File: src/gsp_pkg.sv
`default_nettype none

package gsp_pkg;

	// Frame phases of the bit engine.
	localparam logic [1:0] PH_IDLE = 2'd0;
	localparam logic [1:0] PH_LOW  = 2'd1;
	localparam logic [1:0] PH_HIGH = 2'd2;

	// Command frame: poll start, read-data command, then zero bytes.
	localparam logic [7:0] CMD_START = 8'h01;
	localparam logic [7:0] CMD_READ  = 8'h42;
	localparam logic [7:0] CMD_IDLE  = 8'h00;

	// Configuration register map.
	localparam int          CFG_ADDR_W       = 3;
	localparam logic [2:0]  ADDR_HALF_PERIOD = 3'd0;
	localparam logic [15:0] HALF_PERIOD_RST  = 16'd16;

	// Received bytes that feed the decoded fields.
	localparam int BYTE_MODE = 1;
	localparam int BYTE_BTN0 = 3;
	localparam int BYTE_LAST = 8;
	localparam int CAP_SLOTS = 7;

	// One result item; select_pin sits in bit 0.
	typedef struct packed {
		logic [7:0] left_stick_y;
		logic [7:0] left_stick_x;
		logic [7:0] right_stick_y;
		logic [7:0] right_stick_x;
		logic [7:0] buttons_high;
		logic [7:0] buttons_low;
		logic [7:0] mode_byte;
		logic       frame_done;
		logic       command_pin;
		logic       clock_pin;
		logic       select_pin;
	} gsp_result_t;

	function automatic logic [7:0] gsp_frame_cmd(input logic [31:0] idx);
		logic [7:0] cmd;
		if (idx == 32'd0) begin
			cmd = CMD_START;
		end else if (idx == 32'd1) begin
			cmd = CMD_READ;
		end else begin
			cmd = CMD_IDLE;
		end
		return cmd;
	endfunction

endpackage

`default_nettype wire

File: src/gsp_cfg_regs.sv
`default_nettype none

module gsp_cfg_regs
	import gsp_pkg::*;
(
	input  wire logic                  clk,
	input  wire logic                  arst_n,
	input  wire logic                  psel,
	input  wire logic                  penable,
	input  wire logic                  pwrite,
	input  wire logic [CFG_ADDR_W-1:0] paddr,
	input  wire logic [31:0]           pwdata,
	output logic      [31:0]           prdata,
	output logic                       pready,
	output logic      [15:0]           half_period
);

	logic [15:0] half_period_q;
	logic        wr_en;

	assign pready = 1'b1;
	assign wr_en  = psel && penable && pwrite && pready && (paddr == ADDR_HALF_PERIOD);

	always_ff @(posedge clk or negedge arst_n) begin
		if (!arst_n) begin
			half_period_q <= HALF_PERIOD_RST;
		end else if (wr_en) begin
			half_period_q <= pwdata[15:0];
		end
	end

	always_comb begin
		prdata = '0;
		if (paddr == ADDR_HALF_PERIOD) begin
			prdata = {16'd0, half_period_q};
		end
	end

	assign half_period = half_period_q;

endmodule

`default_nettype wire

File: src/gsp_bit_engine.sv
`default_nettype none

module gsp_bit_engine
	import gsp_pkg::*;
#(
	parameter int FRAME_BYTES = 9
) (
	input  wire logic        clk,
	input  wire logic        arst_n,
	input  wire logic        step,
	input  wire logic        action,
	input  wire logic        data_pin,
	input  wire logic [15:0] half_period,
	output gsp_result_t      result
);

	localparam int BW = (FRAME_BYTES > 1) ? $clog2(FRAME_BYTES) : 1;

	logic [1:0]    phase_q,   phase_n;
	logic [BW-1:0] byte_q,    byte_n;
	logic [2:0]    bit_q,     bit_n;
	logic [15:0]   wait_q,    wait_n;
	logic [7:0]    shift_q,   shift_n;
	logic          sel_q,     sel_n;
	logic          clk_lvl_q, clk_lvl_n;
	logic          cmd_q,     cmd_n;
	logic          done_n;
	logic [7:0]    cap_q [CAP_SLOTS];
	logic [7:0]    mode_q, btn_lo_q, btn_hi_q, rsx_q, rsy_q, lsx_q, lsy_q;
	logic [7:0]    mode_n, btn_lo_n, btn_hi_n, rsx_n, rsy_n, lsx_n, lsy_n;
	logic [15:0]   half_len;
	logic [15:0]   wait_inc;
	logic          enter;
	logic          sample;
	logic [7:0]    sample_bit;
	logic          capture;
	logic [7:0]    cmd_byte;

	assign half_len = (half_period == 16'd0) ? 16'd1 : half_period;
	assign wait_inc = wait_q + 16'd1;

	always_comb begin
		phase_n   = phase_q;
		byte_n    = byte_q;
		bit_n     = bit_q;
		wait_n    = wait_q;
		sel_n     = sel_q;
		clk_lvl_n = clk_lvl_q;
		cmd_n     = cmd_q;
		done_n    = 1'b0;
		enter     = 1'b0;
		sample    = 1'b0;
		cmd_byte  = CMD_IDLE;
		mode_n    = mode_q;
		btn_lo_n  = btn_lo_q;
		btn_hi_n  = btn_hi_q;
		rsx_n     = rsx_q;
		rsy_n     = rsy_q;
		lsx_n     = lsx_q;
		lsy_n     = lsy_q;

		unique case (phase_q)
			PH_IDLE: begin
				if (action) begin
					sel_n  = 1'b0;
					byte_n = '0;
					bit_n  = 3'd0;
					enter  = 1'b1;
				end
			end
			PH_LOW: begin
				if (wait_q >= half_len) begin
					phase_n   = PH_HIGH;
					clk_lvl_n = 1'b1;
					wait_n    = 16'd1;
				end else begin
					wait_n = wait_inc;
					sample = (wait_inc >= half_len);
				end
			end
			PH_HIGH: begin
				if (wait_q >= half_len) begin
					if (bit_q != 3'd7) begin
						bit_n = bit_q + 3'd1;
						enter = 1'b1;
					end else if ((32'(byte_q) + 32'd1) < 32'(FRAME_BYTES)) begin
						bit_n  = 3'd0;
						byte_n = byte_q + BW'(1);
						enter  = 1'b1;
					end else begin
						// Frame complete: release the lines and publish the fields.
						phase_n   = PH_IDLE;
						sel_n     = 1'b1;
						clk_lvl_n = 1'b1;
						cmd_n     = 1'b0;
						byte_n    = '0;
						bit_n     = 3'd0;
						wait_n    = 16'd0;
						done_n    = 1'b1;
						mode_n    = cap_q[0];
						btn_lo_n  = ~cap_q[1];
						btn_hi_n  = ~cap_q[2];
						rsx_n     = cap_q[3];
						rsy_n     = cap_q[4];
						lsx_n     = cap_q[5];
						lsy_n     = cap_q[6];
					end
				end else begin
					wait_n = wait_inc;
				end
			end
			default: begin
				phase_n = PH_IDLE;
			end
		endcase

		// First low tick of a bit: drive the command bit and start the count.
		if (enter) begin
			phase_n   = PH_LOW;
			clk_lvl_n = 1'b0;
			cmd_byte  = gsp_frame_cmd(32'(byte_n));
			cmd_n     = cmd_byte[bit_n];
			wait_n    = 16'd1;
			sample    = (half_len == 16'd1);
		end
	end

	assign sample_bit = {7'd0, data_pin} << bit_n;
	assign shift_n    = (bit_n == 3'd0) ? sample_bit : (shift_q | sample_bit);
	assign capture    = step && sample && (bit_n == 3'd7);

	always_ff @(posedge clk or negedge arst_n) begin
		if (!arst_n) begin
			phase_q   <= PH_IDLE;
			byte_q    <= '0;
			bit_q     <= 3'd0;
			wait_q    <= 16'd0;
			shift_q   <= 8'd0;
			sel_q     <= 1'b1;
			clk_lvl_q <= 1'b1;
			cmd_q     <= 1'b0;
			mode_q    <= 8'd0;
			btn_lo_q  <= 8'd0;
			btn_hi_q  <= 8'd0;
			rsx_q     <= 8'd0;
			rsy_q     <= 8'd0;
			lsx_q     <= 8'd0;
			lsy_q     <= 8'd0;
		end else if (step) begin
			phase_q   <= phase_n;
			byte_q    <= byte_n;
			bit_q     <= bit_n;
			wait_q    <= wait_n;
			sel_q     <= sel_n;
			clk_lvl_q <= clk_lvl_n;
			cmd_q     <= cmd_n;
			mode_q    <= mode_n;
			btn_lo_q  <= btn_lo_n;
			btn_hi_q  <= btn_hi_n;
			rsx_q     <= rsx_n;
			rsy_q     <= rsy_n;
			lsx_q     <= lsx_n;
			lsy_q     <= lsy_n;
			if (sample) begin
				shift_q <= shift_n;
			end
		end
	end

	// Only the bytes that are decoded are kept; the rest are shifted in and dropped.
	always_ff @(posedge clk) begin
		if (capture) begin
			if (32'(byte_n) == 32'(BYTE_MODE)) begin
				cap_q[0] <= shift_n;
			end
			for (int k = BYTE_BTN0; k <= BYTE_LAST; k++) begin
				if (32'(byte_n) == 32'(k)) begin
					cap_q[k - BYTE_BTN0 + 1] <= shift_n;
				end
			end
		end
	end

	always_comb begin
		result.select_pin    = sel_n;
		result.clock_pin     = clk_lvl_n;
		result.command_pin   = cmd_n;
		result.frame_done    = done_n;
		result.mode_byte     = mode_n;
		result.buttons_low   = btn_lo_n;
		result.buttons_high  = btn_hi_n;
		result.right_stick_x = rsx_n;
		result.right_stick_y = rsy_n;
		result.left_stick_x  = lsx_n;
		result.left_stick_y  = lsy_n;
	end

endmodule

`default_nettype wire

File: src/gamepad_serial_poll_master.sv
`default_nettype none

// Serial poll master for a game controller. Every input transaction is one
// time tick: tuser bit 0 asks for a poll to start, tdata bit 0 is the level
// sampled on the controller data line. Every input transaction yields exactly
// one output transaction carrying the select, clock and command line levels
// after that tick, a frame-done flag, and the most recently decoded fields
// (mode byte, inverted button bytes and the four stick axes). A poll drops
// select and shifts out FRAME_BYTES command bytes (0x01, 0x42, then zeros),
// least significant bit first; each bit holds the clock low and then high for
// half_period_ticks ticks each (0 acts as 1), sampling the data line on the
// last low tick. Start requests while a frame runs are ignored. The block
// takes one transaction per clock cycle while the output side accepts results;
// each passes through the input register and then the result register, and
// both stall together only when the output side holds off. Write
// half_period_ticks through the APB port at byte address 0 while no poll is
// running.
module gamepad_serial_poll_master
	import gsp_pkg::*;
#(
	parameter int FRAME_BYTES = 9
) (
	input  wire logic                  clk,
	input  wire logic                  arst_n,
	// Input stream.
	input  wire logic                  s_axis_tvalid,
	output logic                       s_axis_tready,
	input  wire logic [7:0]            s_axis_tdata,  // [0] data_pin
	input  wire logic [0:0]            s_axis_tuser,  // [0] action
	// Result stream.
	output logic                       m_axis_tvalid,
	input  wire logic                  m_axis_tready,
	// [0] select_pin, [1] clock_pin, [2] command_pin, [3] frame_done,
	// [11:4] mode_byte, [19:12] buttons_low, [27:20] buttons_high,
	// [35:28] right_stick_x, [43:36] right_stick_y, [51:44] left_stick_x,
	// [59:52] left_stick_y, [63:60] zero
	output logic [63:0]                m_axis_tdata,
	// Configuration port.
	input  wire logic                  psel,
	input  wire logic                  penable,
	input  wire logic                  pwrite,
	input  wire logic [CFG_ADDR_W-1:0] paddr,
	input  wire logic [31:0]           pwdata,
	output logic      [31:0]           prdata,
	output logic                       pready
);

	logic        valid_s1;
	logic        action_s1;
	logic        data_s1;
	logic        out_valid_q;
	gsp_result_t out_q;
	gsp_result_t result;
	logic [15:0] half_period;
	logic        advance;
	logic        step;

	// The result register frees up when empty or when its transaction completes;
	// the input register moves on whenever the result register can take it.
	assign advance       = !out_valid_q || m_axis_tready;
	assign step          = valid_s1 && advance;
	assign s_axis_tready = !valid_s1 || advance;

	gsp_cfg_regs u_cfg (
		.clk         (clk),
		.arst_n      (arst_n),
		.psel        (psel),
		.penable     (penable),
		.pwrite      (pwrite),
		.paddr       (paddr),
		.pwdata      (pwdata),
		.prdata      (prdata),
		.pready      (pready),
		.half_period (half_period)
	);

	gsp_bit_engine #(
		.FRAME_BYTES (FRAME_BYTES)
	) u_engine (
		.clk         (clk),
		.arst_n      (arst_n),
		.step        (step),
		.action      (action_s1),
		.data_pin    (data_s1),
		.half_period (half_period),
		.result      (result)
	);

	// Input register.
	always_ff @(posedge clk or negedge arst_n) begin
		if (!arst_n) begin
			valid_s1 <= 1'b0;
		end else if (s_axis_tready) begin
			valid_s1 <= s_axis_tvalid;
		end
	end

	always_ff @(posedge clk) begin
		if (s_axis_tready && s_axis_tvalid) begin
			action_s1 <= s_axis_tuser[0];
			data_s1   <= s_axis_tdata[0];
		end
	end

	// Result register.
	always_ff @(posedge clk or negedge arst_n) begin
		if (!arst_n) begin
			out_valid_q <= 1'b0;
		end else if (advance) begin
			out_valid_q <= valid_s1;
		end
	end

	always_ff @(posedge clk) begin
		if (step) begin
			out_q <= result;
		end
	end

	assign m_axis_tvalid = out_valid_q;
	assign m_axis_tdata  = {4'd0, out_q};

endmodule

`default_nettype wire

File: config.mk
export PLATFORM = sky130hd
export DESIGN_NAME = gamepad_serial_poll_master
export DESIGN_NICKNAME = d
export VERILOG_FILES = /design/src/gsp_pkg.sv /design/src/gsp_cfg_regs.sv /design/src/gsp_bit_engine.sv /design/src/gamepad_serial_poll_master.sv
export SDC_FILE = /design/constraint.sdc
export NUM_CORES = 1
export LEC_CHECK = 0
export BUFFER_PORTS_ARGS = -buffer_cell sky130_fd_sc_hd__buf_2
export CORE_MARGIN = 2
export CORE_UTILIZATION = 40
export CTS_BUF_LIST = sky130_fd_sc_hd__clkbuf_4 sky130_fd_sc_hd__clkbuf_8
export DETAILED_ROUTE_END_ITERATION = 8
export GPL_TIMING_DRIVEN = 0
export REMOVE_ABC_BUFFERS = 1
export SYNTH_ARGS = -nofsm -noshare
export SYNTH_HDL_FRONTEND = slang
export SYNTH_SLANG_ARGS = --single-unit
File: constraint.sdc
create_clock -name clk -period 5.8 [get_ports clk]
set_input_delay 0.29 -clock clk [delete_from_list [all_inputs] [get_ports clk]]
set_output_delay 0.29 -clock clk [all_outputs]
set_load 0.02 [all_outputs]
# Yosys cells after proc, flatten, opt, wreduce, memory -nomap -nowiden
# Memory sizes are Yosys's and may differ from the RTL's.
# Cells that the tools add are included.
# op_classes
addsub	4
n_lt_le_gt_ge	4
n_eq_ne	19
shift	1
mux	121
bitwise	5
reduce_logical	27
# ops
operator	count
8-bit 2-to-1 mux	37
16-bit 2-to-1 mux	7
1-bit 2-to-1 mux	50
8-bit OR reduction	6
16-bit >= comparator	2
32-bit by 4-bit < comparator with 1-bit output (second input constant)	1
16-bit case mux with 2 select lines	1
3-bit 2-to-1 mux	9
16-bit by 1-bit adder with 16-bit output (second input constant)	1
16-bit by 1-bit == test with 1-bit output (second input constant)	1
4-bit by 3-bit == test with 1-bit output (second input constant)	4
16-bit logical NOT	1
4-bit 2-to-1 mux	4
8-bit inverter	2
2-bit 2-to-1 mux	5
4-bit by 3-bit != test with 1-bit output (second input constant)	2
8-bit OR	1
4-bit case mux with 2 select lines	1
1-bit by 3-bit left shift with 8-bit output	1
1-bit logical AND	7
7-bit 2-to-1 mux	1
3-bit logical NOT	2
3-bit by 1-bit != test with 1-bit output (second input constant)	2
3-bit by 2-bit != test with 1-bit output (second input constant)	2
26 further kinds	31
# word_totals
ff_bits	172
ram_bits	56
input_bits	51
out_inout_bits	99
elab_cells	213
mem_count	1
# mem_list
name	depth	width	read_ports	rd_ports_with_merged_regs	write_ports	line_no	rtl
u_engine.cap_q	7	8	7	0	1	gsp_bit_engine.sv:28	logic [7:0] cap_q [CAP_SLOTS];

# Logic depth before layout (Yosys ltp)
# Gate-level depths: netlist (run 1).
# depth
word_depth	18
ltp_mapped	17
mapped_depth_nobuf	15

# Hierarchy
# From an unflattened synthesis (run 1), not the netlist that was laid out.
# hier_totals
hier_cells	902
area_unflattened_um2	10706.5
# by_module_without_submodules
module	instances	cells_each	area_each_um2	seq_area_each_um2
gsp_bit_engine	1	755	7838.8	3986.3
gamepad_serial_poll_master	1	75	1999.4	1911.8
gsp_cfg_regs	1	72	868.3	401.6

# Worst setup path after synthesis (run 1)
# OpenSTA, ideal clock, no wires.
# synth_timing
path_kind	register to register
startpoint	register u_engine.wait_q[0]
endpoint	memory u_engine.cap_q[6][0] (enable)
setup_ns	0.395
t_arrival_ns	3.761
required_ns	5.405
setup_slack_ns	1.644
stages_incl_launch_ff	17
path_buffers	1
synth_period_minus_slack_ns	4.156
cell_sequence	dfrtp_1 > ha_1 > nand3_1 > nor2_1 > and3_1 > and3_1 > clkbuf_1 > nand3_1 > xnor2_1 > ha_1 > nand4_1 > nor2_1 > o21ai_0 > o221ai_1 > a22o_1 > nand3_1 > nor4_1
# synth_between
elab_chain_len	16
elab_cells_between_ends	61
cone_classes	1 x add/sub; 2 x order compare; 8 x eq/ne; 42 x mux; 8 x reduce/logical
# synth_rtl
element	line_no	rtl
from (decl)	gsp_bit_engine.sv:22	logic [15:0] wait_q, wait_n;
from (signal assigned)	gsp_bit_engine.sv:153	wait_q <= wait_n;
16-bit by 1-bit adder with 16-bit output	gsp_bit_engine.sv:40	assign wait_inc = wait_q + 16'd1;
16-bit >= comparator	gsp_bit_engine.sv:78	sample = (wait_inc >= half_len);
1-bit 2-to-1 mux	gsp_bit_engine.sv:72	if (wait_q >= half_len) begin
1-bit 2-to-1 mux	gsp_bit_engine.sv:62	unique case (phase_q)
1-bit 2-to-1 mux	gsp_bit_engine.sv:118	if (enter) begin
1-bit logical AND (2 in a row)	gsp_bit_engine.sv:130	assign capture = step && sample && (bit_n == 3'd7);
1-bit 2-to-1 mux	gsp_bit_engine.sv:172	if (capture) begin
1-bit 2-to-1 mux (not written as such)	gsp_bit_engine.sv:178	cap_q[k - BYTE_BTN0 + 1] <= shift_n;
8-bit OR reduction (no line)	-	
3-bit 2-to-1 mux (no line) / 1-bit 2-to-1 mux (equally long branches) (6 in a row)	-	
to (decl)	gsp_bit_engine.sv:28	
# Several ways; a longest one is shown, not always the timed one.

# Worst setup path in the final report (run 1)
# layout_timing
startpoint	register u_cfg.half_period_q[9], in the netlist u_cfg.half_period[9]
endpoint	memory u_engine.cap_q[0][4] (enable)
# layout_between
elab_chain_len	17
elab_cells_between_ends	63
cone_classes	2 x order compare; 9 x eq/ne; 43 x mux; 9 x reduce/logical
# layout_rtl
element	line_no	rtl
from (decl)	gsp_cfg_regs.sv:18	logic [15:0] half_period_q;
from (signal assigned)	gsp_cfg_regs.sv:28	half_period_q <= pwdata[15:0];
16-bit logical NOT	gsp_bit_engine.sv:39	assign half_len = (half_period == 16'd0) ? 16'd1 : half_period;
16-bit 2-to-1 mux (*)	gsp_bit_engine.sv:39	
parallel branches: the longest is 15 deep, another holds 16-bit >= comparator	-	
# Every way passes the cells marked *.

==> metrics, run 1 <==
WL/cell=15.5 um; Least-Margin Pin Slew=1.12 ns; clk buf depth=3; Netlist Area Pre-Place=10300 um2; layout cells sized above 1=25.1%; count of pins over their slew limit=0; simple-gate portion of the synthesized area=13.1%; core area=25300 um2; Synth top area share=34.3%; 1st-iter DRT viols=498; Startpoint Class=flop; Starting Density=40.9%; first-pass GRT wire length=34.5 mm; most frequent cell after synthesis=nor2_1; Synth top cells by count=nor2_1, edfxtp_1, dfrtp_1; ANT nets after route=0; row cnt=58; Post-route DRC=0; Seq cells post-synth=228; ys flop type=edfxtp_1; nets@finish=1101; RSZ-0062 raised after global routing=no; Remaining Overflow, GRT=0; Crit Path Class=flop to flop; cell area after layout=12200 um2; Synth area leaders=edfxtp_1, dfrtp_1, mux2_2, nor2_1, ha_1; Critical Path Sink Type=flop; drt pass-1 iters=5; drt total wl=21.3 mm; crit path from=u_cfg.half_period[9]; HP Start=m_axis_tready; die area=27100 um2; Crit Path Max Fanout=15; Die H=165 um; placed inst area=11200 um2; leak pwr=5.07 nW; final hold viol count=0; Worst slew margin=24.5%; gpl congestion=0.800; area delta synth->final=18.1%; number of diodes=0; via/cell ratio=4.99; vias=6839; reg2reg start=u_cfg.half_period[9]; number of synthesis warnings=0; Pwr Total=4.31 mW; post-synthesis sequential area ratio=60.9%; largest net degree at the start of global routing=81; VDD IR max=0.000175 V; Critical Path RT=6.04 ns; Layout Skew=0.0240 ns; Fmax=0.192 GHz; period utilization=89.7%; number of flops mapped to enable cells by yosys=118; Tmin final=5.20 ns; clock buffer count from CTS=38; Synth Area in Compound Gates=8.76%; worst hold path class=input pin to flop; Syn Inst Count=876; initial antenna violation count=0; Synth area leader=edfxtp_1; port bufs=105; max cap viols=0; Setup Fix Bufs, Post-CTS=0; Syn Area/Cell=11.8 um2; Crit path arrival time=5.45 ns; total track usage=16.1%; setup violators final=0; XOR/XNOR share of the synthesized area=1.36%; Die W=165 um; multiplexer area fraction after synthesis=7.01%; clk slew on worst S/H paths=0.06 ns; I/O Pins=150; vias in the first global route=6641; status=finished clean; ys async rst share=48.2%; main combinational cell family by area after synthesis=simple AND/OR/NAND/NOR gates; Skew-Pair Late Insertion Delay=0.53 ns; Synth cell types=60; HPWL Detailed=13.8 mm; Root Buffer=clkbuf_8; pwr dens=353 nW/um2; CTS tree=built; Clock H-tree levels=2; CTS Sinks=228; Post-Synth Adder-Cell Area=4.84%
## final cells by class
class	instances	area, um2
Timing Repair Buffer	132	857
Tap cell	330	413
Sequential cell	228	6300
Clock buffer	53	661
Multi-Input combinational cell	586	3780
Clock inverter	17	106
Inverter	24	92.6
Fill cell	2299	13000
## worst paths after layout
| path | endpoint | slack, ns | cells past startpoint |
|---|---|---|---|
| worst min-delay path | valid_s1 | 0.07 | 3 |
| min in group asynchronous | u_cfg.half_period[10] | 0.27 | 2 |
| max in group asynchronous | u_engine.sel_q | 4.79 | 3 |
| worst max-delay path | u_engine.cap_q[0][4] | 0.60 | 14 |
| worst min register to register | u_engine.cmd_q | 0.50 | 1 |
| worst max register to register | u_engine.cap_q[0][4] | 0.60 | 14 |
## registers in the layout, summed over array words and instances (netlist names)
| name | flops |
|---|---|
| action_s1 | 1 |
| data_s1 | 1 |
| m_axis_tdata | 60 |
| m_axis_tvalid | 1 |
| u_cfg.half_period | 16 |
| u_engine.bit_q | 3 |
| u_engine.btn_hi_q | 8 |
| u_engine.btn_lo_q | 8 |
| u_engine.byte_q | 4 |
| u_engine.cap_q | 56 |
| u_engine.clk_lvl_q | 1 |
| u_engine.cmd_q | 1 |
| u_engine.lsx_q | 8 |
| u_engine.lsy_q | 8 |
| u_engine.mode_q | 8 |
| u_engine.phase_q | 2 |
| u_engine.rsx_q | 8 |
| u_engine.rsy_q | 8 |
| u_engine.sel_q | 1 |
| u_engine.shift_q | 8 |
| u_engine.wait_q | 16 |
| valid_s1 | 1 |
## placed cells by master, fill, tap and decap left out, drive strengths merged, types with 25 or more instances in the layout
cell,count
nand2,66
inv,25
buf,112
edfxtp,118
clkbuf,53
nor2,145
mux2,64
ha,40
o21ai,74
dfrtp,107
## stage by stage
stage	hold WS (ns)	worst slack (ns)	util [%]	TNS, ns	instances
2_1_floorplan	-0.00559	0.340	-	0	838
3_3_place_gp	0.470	-2.62	43.7	-143.41	1273
3_5_place_dp	0.269	0.256	44.4	0	1280
4_1_cts	0.0416	0.226	48.2	0	1370
5_1_grt	0.0870	0.0796	48.3	0	1370
6_report	0.0694	0.597	48.3	0	1370
## kinds of logic (layout without fill, tap and decap cells)
family / after synthesis / after routing
AOI/OAI and AO/OA: 143 / 143
xor gates and xnor gates: 16 / 16
adders and majority gates: 40 / 40
buffers and inverters: 81 / 226
DFF: 228 / 228
muxes: 64 / 64
other: 2 / 21
and+or+nand+nor: 302 / 302
## critical path: stages (launching register included)
cell and delay [ns]:
dfrtp_1 0.39, nor4_1 0.40, nand4_1 0.26, nand2b_1 0.16, ha_1 0.24, nand2b_1 0.14
a31oi_1 0.21, o21ai_1 0.17, a21oi_4 0.47, nand2_1 0.41, nor3_1 0.25, a22o_1 0.56
nand3_1 0.28, nor4_2 0.75, buf_6 0.23
## per-layer routing
| layer | up-vias | global-route usage [%] | wire [um] |
|---|---|---|---|
| met1 | 3307 | 22.5 | 10100 |
| li1 | 3338 | - | - |
| met2 | 162 | 25.5 | 9750 |
| met4 | 0 | 4.82 | 384 |
| met3 | 32 | 3.24 | 1040 |
| met5 | - | 0 | 0 |
## repair_timing
| item | 4_1_cts | 5_1_grt |
|---|---|---|
| hold buffers | 20 | 0 |
| hold endpoints to repair | 64 | 0 |
| resized for setup | 0 | 4 |
| endpoints found under the setup margin | 0 | 48 |
## power breakdown
group | switching [mW] | internal (mW) | leakage, nW | total [mW]
logic | 0.509 | 0.326 | 2.21 | 0.835
clock network | 0.637 | 0.785 | 0.399 | 1.42
registers | 0.111 | 1.94 | 2.46 | 2.05
(Power assumes the default switching activity.)
==> run 2: changes to the inputs <==
--- a/config.mk
+++ b/config.mk
@@ -5,6 +5,7 @@
 export SDC_FILE = /design/constraint.sdc
 export NUM_CORES = 1
 export LEC_CHECK = 0
+export ABC_AREA = 1
 export BUFFER_PORTS_ARGS = -buffer_cell sky130_fd_sc_hd__buf_2
 export CORE_MARGIN = 2
 export CORE_UTILIZATION = 40
==> run 2 against run 1 <==
Net effect: fmax increased by 17%; die area rose by 0.43%; highest routed layer unchanged; register-to-register slack better by 0.75 ns; power up 23%; area after synthesis increased by 0.44%.
==> metrics, run 2 <==
number of flops mapped to enable cells by yosys=118 (unchanged); row cnt=58 (unchanged); Clock H-tree levels=2 (unchanged); HPWL Detailed=13.8 mm (about the same); dpl ws=1.31 ns (was 0.256 ns); CTS tree=built (unchanged); Pwr Total=5.32 mW (was 4.31 mW); CTS resizes=0 (unchanged); commonest non-fill, non-tap cell in the layout=nand2_1 (was nor2_1); Fmax=0.224 GHz (was 0.192 GHz); number of synthesis warnings=0 (unchanged); max reg flops=60 (unchanged); Die H=165 um (about the same); slack of the critical path=1.34 ns (was 0.597 ns); Util after Layout=48.4% (was 48.3%); most frequent cells in the layout=nand2_1, o21ai_0, edfxtp_1 (was nor2_1, edfxtp_1, dfrtp_1); Synth top cells by count=nand2_1, o21ai_0, edfxtp_1 (was nor2_1, edfxtp_1, dfrtp_1); max cap viols=0 (unchanged); first-pass GRT wire length=34.6 mm (was 34.5 mm); Startpoint Class=flop (unchanged); ys flop type=edfxtp_1 (unchanged); CTS Sinks=228 (unchanged); fillers=2344 (was 2299); layout cells sized above 1=17.4% (was 25.1%); port bufs=105 (unchanged); setup violators final=0 (unchanged); die area=27300 um2 (was 27100 um2); cell area after layout=12300 um2 (was 12200 um2); Synth top area share=34.1% (was 34.3%); most frequent cell after synthesis=nand2_1 (was nor2_1); count of pins over their slew limit=0 (unchanged); Remaining Overflow, GRT=0 (unchanged); Synth area leaders=edfxtp_1, dfrtp_1, nand2_1, o21ai_0, ha_1 (was edfxtp_1, dfrtp_1, mux2_2, nor2_1, ha_1); VDD IR max=0.000192 V (was 0.000175 V); ANT nets after route=0 (unchanged); placed inst area=11200 um2 (about the same); leak pwr=5.44 nW (was 5.07 nW); Syn Inst Count=1055 (was 876); final hold viol count=0 (unchanged); post-synthesis sequential area ratio=60.7% (was 60.9%); worst hold path class=input pin to flop (unchanged); Crit Path Class=flop to flop (unchanged); gpl congestion=0.830 (was 0.800); Root Buffer=clkbuf_8 (unchanged); core area=25300 um2 (about the same); Seq cells post-synth=228 (unchanged); via/cell ratio=4.66 (was 4.99); Crit path arrival time=4.61 ns (was 5.45 ns); Worst slew margin=29.3% (was 24.5%); Synth area leader=edfxtp_1 (unchanged); Critical Path RT=5.95 ns (was 6.04 ns); clock buffer count from CTS=40 (was 38); Layout Skew=0.0237 ns (was 0.0240 ns); nets@finish=1280 (was 1101); Die W=165 um (about the same); number of diodes=0 (unchanged); Least-Margin Pin Slew=1.06 ns (was 1.12 ns); Crit Path Max Fanout=8 (was 15); ys async rst share=48.2% (unchanged); vias=7224 (was 6839); vias in the first global route=6733 (was 6641); Syn Area/Cell=9.84 um2 (was 11.8 um2); WL/cell=13.7 um (was 15.5 um); Post-route DRC=0 (unchanged); Tmin final=4.46 ns (was 5.20 ns); largest net degree at the start of global routing=126 (was 81); drt total wl=21.3 mm (about the same); initial antenna violation count=0 (unchanged); period utilization=76.9% (was 89.7%); 1st-iter DRT viols=570 (was 498); Synth cell types=38 (was 60); Netlist Area Pre-Place=10400 um2 (was 10300 um2); clk buf depth=3 (unchanged); total track usage=16.1% (about the same); Critical Path Sink Type=flop (unchanged); I/O Pins=150 (unchanged); clk slew on worst S/H paths=0.06 ns (about the same); drt pass-1 iters=5 (unchanged); status=finished clean (unchanged); Starting Density=41.0% (was 40.9%); RSZ-0062 raised after global routing=no (unchanged); Skew-Pair Late Insertion Delay=0.54 ns (was 0.53 ns); area delta synth->final=18.0% (was 18.1%); pwr dens=434 nW/um2 (was 353 nW/um2)
==> run 2: final cells by class <==
type / instances / area (um2) / share of cell area [%]
sequential: 228 / 6300 / 51.4
multi-input combinational: 666 / 3400 / 27.7
timing repair buffer: 130 / 842 / 6.87
clock buffer: 61 / 733 / 5.99
inverter: 123 / 467 / 3.81
tap: 330 / 413 / 3.37
clock inverter: 13 / 100 / 0.817
==> run 2: cell families (layout without fill, tap and decap cells) <==
| logic type | Yosys count | after routing | share of synthesized area, % |
|---|---|---|---|
| simple gates | 401 | 401 | 16.3 |
| flops | 228 | 228 | 60.7 |
| compound gates | 190 | 190 | 9.50 |
| buf+inv | 180 | 327 | 7.44 |
| fa+ha+maj | 40 | 40 | 4.82 |
| xor+xnor | 14 | 14 | 1.18 |
| other cells | 2 | 21 | 0.0723 |
==> run 2: routing by layer <==
| metal | vias up | track usage (%) | wire length [um] |
|---|---|---|---|
| met1 | 3298 | 22.8 | 10300 |
| li1 | 3712 | - | - |
| met4 | 0 | 4.35 | 332 |
| met5 | - | 0 | 0 |
| met2 | 182 | 25.3 | 9570 |
| met3 | 32 | 3.30 | 1130 |
==> run 2: where the power goes <==
| group | internal [mW] | switching, mW | total [mW] |
|---|---|---|---|
| logic | 0.469 | 1.04 | 1.51 |
| clock network | 0.860 | 0.652 | 1.51 |
| registers | 2.15 | 0.152 | 2.30 |
| total | 3.48 | 1.84 | 5.32 |
==> run 2: timing repair <==
item	in CTS	in global routing
setup endpoints to repair	0	0
buffers inserted	0	0
endpoints found under the hold margin	56	0
hold buffers	20	0
==> run 2: worst max-delay path: stages (launching register included) <==
cell,delay (ns)
dfrtp_1,0.41
ha_1,0.22
nand2_1,0.14
nor4_1,0.42
nand2_1,0.16
nor3_1,0.30
nand2_1,0.12
xor2_1,0.17
ha_1,0.27
nand2_1,0.05
inv_1,0.06
nand3_1,0.09
nor3_1,0.21
nand3_1,0.10
nand3_1,0.12
nand3_1,0.07
nand2_1,0.07
nand2_2,0.09
inv_1,0.10
nand4_1,0.20
nor3_2,0.68
==> run 2: stage by stage <==
| step | cells | setup TNS (ns) | hold WS [ns] |
|---|---|---|---|
| 2_1_floorplan | 1017 | 0 | -0.00559 |
| 3_3_place_gp | 1452 | -117.42 | 0.461 |
| 3_5_place_dp | 1456 | 0 | 0.230 |
| 4_1_cts | 1550 | 0 | 0.00936 |
| 5_1_grt | 1551 | 0 | 0.0285 |
| 6_report | 1551 | 0 | 0.0384 |
==> run 2: path summary, 6_finish.rpt <==
kind,start,endpoint,slack (ns),cells past startpoint
min reg2reg,u_engine.btn_hi_q[4],u_engine.btn_hi_q[4],0.48,2
min in group asynchronous,arst_n,u_cfg.half_period[10],0.22,2
max,u_engine.wait_q[0],u_engine.cap_q[4][1],1.34,20
min,m_axis_tready,m_axis_tvalid,0.04,4
max reg2reg,u_engine.wait_q[0],u_engine.cap_q[4][1],1.34,20
max in group asynchronous,arst_n,u_engine.sel_q,4.82,3
==> run 3: changes to the inputs <==
==> constraint.sdc (replaced) <==
create_clock -name clk -period 3.7 [get_ports clk]
set_input_delay 0.185 -clock clk [delete_from_list [all_inputs] [get_ports clk]]
set_output_delay 0.185 -clock clk [all_outputs]
set_load 0.02 [all_outputs]
==> run 3 against run 2 <==
Net effect: critical path depth grew 2; clock power is 58% higher; die area unchanged; sequential power up 58%; power is 61% higher; clock-buffer cell count did not move; worst setup slack got worse by 1.1 ns; cell area rose by 3.7%; global-route usage up 0.35 points; routed wire length increased by 3.6%; critical endpoint unchanged.
==> metrics, run 3 (synthesis results as in run 2) <==
Critical Path Sink Type=flop (unchanged); Clock H-tree levels=2 (unchanged); worst hold path class=input pin to async pin (was input pin to flop); largest net degree at the start of global routing=126 (unchanged); VDD IR max=0.000301 V (was 0.000192 V); Tmin final=3.50 ns (was 4.46 ns); WL met3=1.10 mm (was 1.13 mm); drt pass-1 iters=4 (was 5); pwr dens=674 nW/um2 (was 434 nW/um2); port bufs=105 (unchanged); max reg flops=60 (unchanged); clock buffer count from CTS=40 (unchanged); Crit path arrival time=3.75 ns (was 4.61 ns); leak pwr=5.63 nW (was 5.44 nW); Die H=165 um (unchanged); wl on met1=10.5 mm (was 10.3 mm); Top Layer Used=met4 (unchanged); Layout Cells excl Fill=1581 (was 1551); max cap viols=0 (unchanged); Post-route DRC=0 (unchanged); Layout Skew=0.0220 ns (was 0.0237 ns); initial antenna violation count=0 (unchanged); clk slew on worst S/H paths=0.06 ns (about the same); number of diodes=0 (unchanged); Skew-Pair Late Insertion Delay=0.54 ns (about the same); placed cell count=1456 (unchanged); FF-to-FF End=u_engine.cap_q[4][1] (unchanged); slack of the critical path=0.200 ns (was 1.34 ns); dpl ws=-0.786 ns (was 1.31 ns); Least-Margin Pin Slew=0.969 ns (was 1.06 ns); commonest non-fill, non-tap cell in the layout=nand2_1 (unchanged); internal reg-to-reg setup slack=0.20 ns (was 1.34 ns); Crit Path Max Fanout=8 (unchanged); Die W=165 um (unchanged); count of pins over their slew limit=0 (unchanged); Starting Density=41.0% (unchanged); vias=7402 (was 7224); I/O Pins=150 (unchanged); first-pass GRT wire length=35.4 mm (was 34.6 mm); Remaining Overflow, GRT=0 (unchanged); Critical Path RT=3.95 ns (was 5.95 ns); core area=25300 um2 (unchanged); clk buf depth=3 (unchanged); Root Buffer=clkbuf_8 (unchanged); setup violators final=0 (unchanged); die area=27300 um2 (unchanged); fillers=2300 (was 2344); multi-input logic area=3600 um2 (was 3400 um2); row cnt=58 (unchanged); via/cell ratio=4.68 (was 4.66); final hold viol count=0 (unchanged); WL/cell=14.0 um (was 13.7 um); gpl congestion=0.830 (unchanged); Fmax=0.286 GHz (was 0.224 GHz); CTS Sinks=228 (unchanged); total track usage=16.5% (was 16.1%); Startpoint Class=flop (unchanged); HPWL Detailed=13.8 mm (unchanged); WHS=0.114 ns (was 0.0384 ns); CTS tree=built (unchanged); register area=6300 um2 (about the same); drt total wl=22.1 mm (was 21.3 mm); vias in the first global route=6847 (was 6733); ANT nets after route=0 (unchanged); 1st-iter DRT viols=485 (was 570); worst-case reg-to-reg path depth=22 (was 20); nets@finish=1310 (was 1280); Util after Layout=50.2% (was 48.4%); status=finished clean (unchanged); most frequent cells in the layout=nand2_1, o21ai_0, edfxtp_1 (unchanged); period utilization=94.6% (was 76.9%); reg2reg start=u_engine.wait_q[0] (unchanged); layout cells sized above 1=22.9% (was 17.4%); Crit Path Class=flop to flop (unchanged); Worst slew margin=35.3% (was 29.3%); area delta synth->final=22.4% (was 18.0%); routed wl met2=10.1 mm (was 9.57 mm)
-- run 3: final cells by class --
type,count,share of cell area [%]
sequential,228,49.6
multi-input combinational,667,28.4
timing repair buffer,159,8.55
clock buffer,61,5.77
inverter,123,3.67
tap,330,3.25
clock inverter,13,0.788
-- run 3: layer usage --
metal	vias up	GRT usage, %
met5	-	0
li1	3776	-
met3	31	3.30
met4	0	4.35
met2	165	26.3
met1	3430	23.0
-- run 3: timing repair --
item                       in CTS  in global routing
cloned                          1                  0
pin swaps                       8                 20
hold buffers                   22                  0
hold endpoints to repair       97                  0
buffers inserted                9                 19
resized for setup              31                 30
setup endpoints to repair     100                113
-- run 3: worst max path at each step --
stage | start | endpoint
after floorplan | m_axis_tvalid | u_engine.cap_q[6][0]
after global placement | m_axis_tvalid | u_engine.cap_q[6][0]
after detailed placement | u_engine.wait_q[1] | u_engine.cap_q[5][1]
after CTS | u_cfg.half_period[15] | u_engine.cap_q[1][3]
after global routing | u_engine.wait_q[0] | u_engine.cap_q[4][2]
final | u_engine.wait_q[0] | u_engine.cap_q[4][1]
-- run 3: power breakdown --
group	internal [mW]	switching, mW
sequential	3.37	0.255
combinational	0.836	1.72
clock	1.35	1.03
total	5.56	3.00
-- run 3: stage by stage --
step	TNS, ns	instance area (um2)	total power [mW]
after floorplan	-155.90	10100	5.30
after global placement	-553.56	11100	5.94
after detailed placement	-39.39	11200	6.00
after CTS	0	12500	8.50
after global routing	-0.198	12700	9.17
final	0	12700	8.56
-- run 3: critical path, cell delays in order (launching register included) --
cell and delay, ns:
dfrtp_2 0.43, nand3_2 0.14, nor2_4 0.13, nand3_1 0.12, nor2_1 0.12, nand2_1 0.12, nor2_4 0.15, nand3_1 0.13
xor2_2 0.17, inv_1 0.06, ha_1 0.30, nand3_2 0.10, nor3_2 0.14, nand3_1 0.11, nand3_2 0.09, nand3_2 0.07
nand2_2 0.08, nand2_2 0.07, inv_2 0.07, nand4_1 0.09, buf_6 0.17, nor3_4 0.16, buf_12 0.16
